===== src/rtl/wrt_pkg.sv =====
// Package for the Wiegand replay transmitter: word types, phase codes and length helpers.
package wrt_pkg;

    localparam int TICK_SHIFT = 6;
    localparam int TIME_W     = 32;
    localparam int LEN_W      = 26;
    localparam int GAP_TRIM_ABOVE = 5;

    localparam logic [LEN_W-1:0] LEN_MAX = {LEN_W{1'b1}};

    typedef enum logic [1:0] {
        PH_IDLE  = 2'd0,
        PH_PULSE = 2'd1,
        PH_GAP   = 2'd2
    } phase_t;

    typedef enum logic {
        FUNC_TICK = 1'b0,
        FUNC_LOAD = 1'b1
    } func_t;

    typedef struct packed {
        logic              func;
        logic              bit_value;
        logic [TIME_W-1:0] fall_time;
        logic [TIME_W-1:0] rise_time;
        logic [TIME_W-1:0] next_fall_time;
        logic              is_last;
    } in_word_t;

    typedef struct packed {
        logic d0_pull_low;
        logic d1_pull_low;
        logic busy_res;
        logic accepted;
        logic bit_finished;
    } out_word_t;

    // Elapsed time in microseconds, saturated to LEN_W bits, at least 1.
    function automatic logic [LEN_W-1:0] span_us(
        input logic [TIME_W-1:0] from_t,
        input logic [TIME_W-1:0] to_t
    );
        logic [TIME_W-1:0] diff;
        logic [TIME_W-1:0] shifted;
        logic [LEN_W-1:0]  len;
        diff    = to_t - from_t;
        shifted = diff >> TICK_SHIFT;
        if (shifted > TIME_W'(LEN_MAX)) begin
            len = LEN_MAX;
        end else begin
            len = shifted[LEN_W-1:0];
        end
        if (len == '0) begin
            len = LEN_W'(1);
        end
        return len;
    endfunction

    function automatic logic [LEN_W-1:0] gap_us(
        input logic [TIME_W-1:0] rise_t,
        input logic [TIME_W-1:0] next_fall_t,
        input logic              last
    );
        logic [LEN_W-1:0] gap;
        if (last) begin
            gap = LEN_W'(1);
        end else begin
            gap = span_us(rise_t, next_fall_t);
            if (gap > LEN_W'(GAP_TRIM_ABOVE)) begin
                gap = gap - LEN_W'(1);
            end
        end
        return gap;
    endfunction

endpackage


===== src/rtl/wiegand_replay_transmitter_core.sv =====
// Wiegand replay transmitter: sequences captured bits as D0/D1 pulse and gap ticks.
// One word is taken per clock cycle when ready. Each word gives one result word in the
// next cycle, held in a single output register; a new word is taken whenever that register
// is empty or is being drained in the same cycle. Bit words load the pulse and gap lengths
// in microseconds ((time difference) >> TICK_SHIFT, at least 1); tick words count them
// down. A bit word that arrives while a pulse or gap runs is refused and flagged.
module wiegand_replay_transmitter_core (
    input  logic               aclk,
    input  logic               aresetn,
    input  logic               s_valid,
    output logic               s_ready,
    input  wrt_pkg::in_word_t  s_data,
    output logic               m_valid,
    input  logic               m_ready,
    output wrt_pkg::out_word_t m_data
);
    import wrt_pkg::*;

    phase_t           phase_reg, phase_next;
    logic             line_sel_reg, line_sel_next;
    logic [LEN_W-1:0] ticks_left_reg, ticks_left_next;
    logic [LEN_W-1:0] gap_len_reg, gap_len_next;
    logic             accepted_next;
    logic             finished_next;
    logic             m_valid_reg;
    out_word_t        m_data_reg, m_data_next;
    logic [LEN_W-1:0] ticks_dec;
    logic             busy;
    logic             s_take;

    assign s_ready = !m_valid_reg || m_ready;
    assign s_take  = s_valid && s_ready;
    assign busy    = (phase_reg == PH_PULSE) || (phase_reg == PH_GAP);
    assign ticks_dec = ticks_left_reg - LEN_W'(1);

    // next state
    always_comb begin
        phase_next      = phase_reg;
        line_sel_next   = line_sel_reg;
        ticks_left_next = ticks_left_reg;
        gap_len_next    = gap_len_reg;
        accepted_next   = 1'b0;
        finished_next   = 1'b0;
        if (s_data.func == FUNC_LOAD) begin
            if (!busy) begin
                ticks_left_next = span_us(s_data.fall_time, s_data.rise_time);
                gap_len_next    = gap_us(s_data.rise_time, s_data.next_fall_time,
                                         s_data.is_last);
                line_sel_next   = s_data.bit_value;
                phase_next      = PH_PULSE;
                accepted_next   = 1'b1;
            end
        end else begin
            unique case (phase_reg)
                PH_PULSE: begin
                    ticks_left_next = ticks_dec;
                    if (ticks_dec == '0) begin
                        phase_next      = PH_GAP;
                        ticks_left_next = gap_len_reg;
                    end
                end
                PH_GAP: begin
                    ticks_left_next = ticks_dec;
                    if (ticks_dec == '0) begin
                        phase_next    = PH_IDLE;
                        finished_next = 1'b1;
                    end
                end
                default: begin
                    phase_next = phase_reg;
                end
            endcase
        end
    end

    // result word
    always_comb begin
        m_data_next.d0_pull_low  = (phase_next == PH_PULSE) && !line_sel_next;
        m_data_next.d1_pull_low  = (phase_next == PH_PULSE) && line_sel_next;
        m_data_next.busy_res     = (phase_next == PH_PULSE) || (phase_next == PH_GAP);
        m_data_next.accepted     = accepted_next;
        m_data_next.bit_finished = finished_next;
    end

    always_ff @(posedge aclk) begin
        if (!aresetn) begin
            phase_reg      <= PH_IDLE;
            line_sel_reg   <= 1'b0;
            ticks_left_reg <= '0;
            gap_len_reg    <= '0;
            m_valid_reg    <= 1'b0;
        end else begin
            if (s_take) begin
                phase_reg      <= phase_next;
                line_sel_reg   <= line_sel_next;
                ticks_left_reg <= ticks_left_next;
                gap_len_reg    <= gap_len_next;
                m_valid_reg    <= 1'b1;
            end else if (m_ready) begin
                m_valid_reg    <= 1'b0;
            end
        end
    end

    always_ff @(posedge aclk) begin
        if (s_take) begin
            m_data_reg <= m_data_next;
        end
    end

    assign m_valid = m_valid_reg;
    assign m_data  = m_data_reg;

    a_load_idle_accepted: assert property (@(posedge aclk) disable iff (!aresetn)
        s_take && s_data.func == FUNC_LOAD && !busy |=> m_valid && m_data.accepted)
        else $error("bit word taken while idle was not accepted");

    a_busy_matches_phase: assert property (@(posedge aclk) disable iff (!aresetn)
        s_take |=> m_data.busy_res == ((phase_reg == PH_PULSE) || (phase_reg == PH_GAP)))
        else $error("busy_res disagrees with phase");

    a_one_line_low: assert property (@(posedge aclk) disable iff (!aresetn)
        m_valid |-> !(m_data.d0_pull_low && m_data.d1_pull_low))
        else $error("both lines pulled low");

    a_finish_idle: assert property (@(posedge aclk) disable iff (!aresetn)
        s_take && s_data.func == FUNC_TICK && phase_reg == PH_GAP && ticks_dec == '0
        |=> phase_reg == PH_IDLE && m_data.bit_finished && !m_data.busy_res)
        else $error("gap end did not return to idle");

endmodule


===== config.mk =====
export PLATFORM = sky130hd
export DESIGN_NAME = wiegand_replay_transmitter_core
export DESIGN_NICKNAME = d
export VERILOG_FILES = /design/src/rtl/wrt_pkg.sv /design/src/rtl/wiegand_replay_transmitter_core.sv
export SDC_FILE = /design/constraint.sdc
export NUM_CORES = 1
export LEC_CHECK = 0
export BUFFER_PORTS_ARGS = -buffer_cell sky130_fd_sc_hd__buf_2
export CAP_MARGIN = 40
export CORE_MARGIN = 2
export CORE_UTILIZATION = 25
export CTS_CLUSTER_SIZE = 30
export DETAILED_ROUTE_END_ITERATION = 8
export GPL_TIMING_DRIVEN = 0
export PLACE_DENSITY = 0.43
export REMOVE_ABC_BUFFERS = 1
export SYNTH_ARGS = -nofsm -noshare
export SYNTH_HDL_FRONTEND = slang
export SYNTH_SLANG_ARGS = --single-unit

===== constraint.sdc =====
create_clock -name aclk -period 5.2 [get_ports aclk]
set_input_delay 0.26 -clock aclk [delete_from_list [all_inputs] [get_ports aclk]]
set_output_delay 0.26 -clock aclk [all_outputs]
set_load 0.02 [all_outputs]

==> impl_metrics.ini <==
[clocking]
clockBufferDepth = 2
numCtsBuffers = 9
postCtsSetupBuffers = 0
path_clk_slew_ns = 0.06
cts_tree = done
clk_latency_ns = 0.33
cts-root-buf = clkbuf_16
htreeDepth = 3
clock_sinks = 61

[global_routing]
grt_pass1_wl_microns = 37600
grt_max_degree = 40
grt_pass1_vias = 6999
grt_antenna_before_repair = 0
grt.total_usage_pct = 15.5
grt.overflow.total = 0

[pwr]
swShare_pct = 38.8
p_seq_share_pct = 24.9
p_clk_share_pct = 31.0
ir_drop_uv = 147
internal_power_mw = 1.31
powerDensity_mw_per_mm2 = 253
p_leak_nw = 3.67
power_frac_comb_pct = 44.2
p_sw_uw = 832

[placement]
place.gp.congestion = 0.832
io_buffer_count = 109
dp_hpwl_microns = 19300

[setup_path]
rrSetupSlack_ns = 0.42
critical_path_class = in -> reg
r2r_end = ticks_left_reg[0]
reg2reg_from = ticks_left_reg[2]
critPathCaptureType = register
cp-start-kind = input pin
reg2reg_depth = 13
crit_start = s_data[44]
worst_ep_required_time_ns = 5.42
crit_arrival_ns = 5.03
critPathMaxFanout = 20

[min_path]
min-delay-path-class = in -> reg
hold_end = m_valid
min_delay_path_depth = 3
min_from = s_valid

[synth]
synth_top_flop_cell = dfxtp_1
synth_edf_count = 5
yosysUniqueCellTypes = 69
synthArstFlopShare_pct = 0
synthesis.area_sq_mm = 0.00716
seq_area_frac_synth_pct = 17.8
ys_warn_count = 0
syn_area_per_cell_sq_um = 6.96
syn_inst = 1028
synthTopCellsByArea = dfxtp_1 (16%), ha_1 (12%), a21oi_1 (7.1%)
netlist.area_leader.share_pct = 15.7
synth_top_area_cell = dfxtp_1
ys_seq_elements = 61

[route]
postRouteWirelength_microns = 23500
wl_per_cell_microns = 15.7
drc = 0
drtIter0Drc = 313
drt_first_pass_iters = 5
dr_total_vias = 7302
drtAntennaViolNets = 0
viasPerCell = 4.88

[timing]
finalSetupViolations = 0
period_share_pct = 92.5
tightest_slew_ns = 0.827
fin_crit_ns = 4.81
finalHoldViolCount = 0
skew_ns = 0.00654
report.final.slew_viol_count = 0
maxSlewHeadroom_pct = 44.5
timing.fmax_ghz = 0.208
rsz0062_at_grt = no
tns_ns = 0

[cells_and_area]
final_common_cell = nand2_1
regArea_sq_mm = 0.00127
final_core_util_pct = 30.3
syn2layout_area_growth_pct = 18.7
drive_gt1_share_pct = 13.3
diodes = 0
multi_input_area_sq_mm = 0.00543
final_cell_mix = nand2_1 (116), buf_2 (109), a21oi_1 (100)
num-fill-cells = 3106
layout.nets = 1284

[die]
die_area_sq_mm = 0.0300
die_h_microns = 173
ioPinCount = 110
rows = 61
die_w_microns = 173
start_util_pct = 25.5
core_sq_mm = 0.0280

[run_status]
outcome = complete, no violations

[job]
max_cap_violations = 0
metrics by stage:
step,area [sq um],instances,worst slack (ns),hold WS (ns),total power [mW]
after floorplan,6980,984,-0.169,0.382,1.20
after global routing,8490,1496,0.0192,0.194,2.30
after CTS,8460,1496,0.0692,0.162,2.15
final,8490,1496,0.390,0.168,2.14
after detailed placement,8130,1480,-0.252,0.443,1.48
after global placement,7990,1471,-2.83,0.437,1.47
metal layers:
metal | up-vias | track usage (%) | routed length (microns)
met1 | 3322 | 21.9 | 11900
met4 | 0 | 3.78 | 431
met3 | 23 | 1.82 | 583
met5 | - | 0 | 0
li1 | 3832 | - | -
met2 | 125 | 25.2 | 10700
final cells by class:
cell class | count | area share, %
Clock inverter | 4 | 0.825
Clock buffer | 12 | 3.02
Timing Repair Buffer | 118 | 7.96
Multi-Input combinational cell | 838 | 63.9
Sequential cell | 61 | 15.0
Inverter | 85 | 3.76
Tap cell | 378 | 5.57
repair_timing:
action                                  4_1_cts  5_1_grt
resized for setup                             0        4
hold buffers                                  0        0
hold endpoints to repair                      0        0
endpoints found under the setup margin        0       13
power by group through the flow:
| stage | sequential, mW | clock (mW) | combinational [mW] |
|---|---|---|---|
| finish | 0.533 | 0.664 | 0.947 |
| global route | 0.537 | 0.700 | 1.06 |
| CTS | 0.532 | 0.679 | 0.939 |
| detailed placement | 0.542 | 0 | 0.933 |
| global placement | 0.542 | 0 | 0.926 |
| floorplan | 0.538 | 0 | 0.664 |
critical path: stages:
cell and delay, ns:
buf_2 0.12, inv_1 0.05, ha_1 0.47, nand2_1 0.28
nor2_1 0.36, a21o_1 0.17, a21oi_1 0.06, o211ai_1 0.21
nand3b_1 0.18, or4b_4 0.60, nor4b_4 0.43, nand4_1 0.34
buf_8 0.26, nor2_1 0.09, nor2_1 0.06, ha_1 0.25
nand3_1 0.26, inv_1 0.18, nand4b_1 0.15, xnor2_1 0.16
o21ai_1 0.08
worst max-delay path by stage:
stage | endpoint | slack [ns] | cells after the start
2_1_floorplan | ticks_left_reg[0] | -0.17 | 11
3_3_place_gp | ticks_left_reg[0] | -2.83 | 11
3_5_place_dp | gap_len_reg[22] | -0.25 | 20
4_1_cts | gap_len_reg[22] | 0.07 | 20
5_1_grt | gap_len_reg[22] | 0.02 | 21
6_report | gap_len_reg[22] | 0.39 | 21
synth_stat cells (4+ instances only):
cell,n
nor2_1,91
a21o_1,22
ha_1,68
clkbuf_1,34
nand3_1,31
and3_1,9
o211ai_1,14
nand4_1,14
xnor2_1,47
mux2i_1,5
a31oi_1,16
or3_1,13
nor2b_1,13
a311oi_1,4
nand2b_1,7
o21ai_0,41
a21oi_1,101
dfxtp_1,56
buf_2,6
nor4_1,11
o21a_1,9
edfxtp_1,5
and2_1,8
nor3_1,34
inv_1,84
nor3b_1,7
xor2_1,37
o21bai_1,8
a211oi_1,20
and4_1,4
nand2_1,116
o21ai_1,30
cells by family (layout without fill, tap and decap cells):
group           count (synthesis)  in the layout  share of synthesized area, %
compound gates                302            302                          26.3
xor+xnor                       84             84                          10.3
fa+ha+maj                      68             68                          11.9
buf+inv                       129            219                          6.98
flops                          61             61                          17.8
mux                             5              5                         0.699
simple gates                  379            379                          26.1
Note: power is estimated with default switching activity, not from simulation.
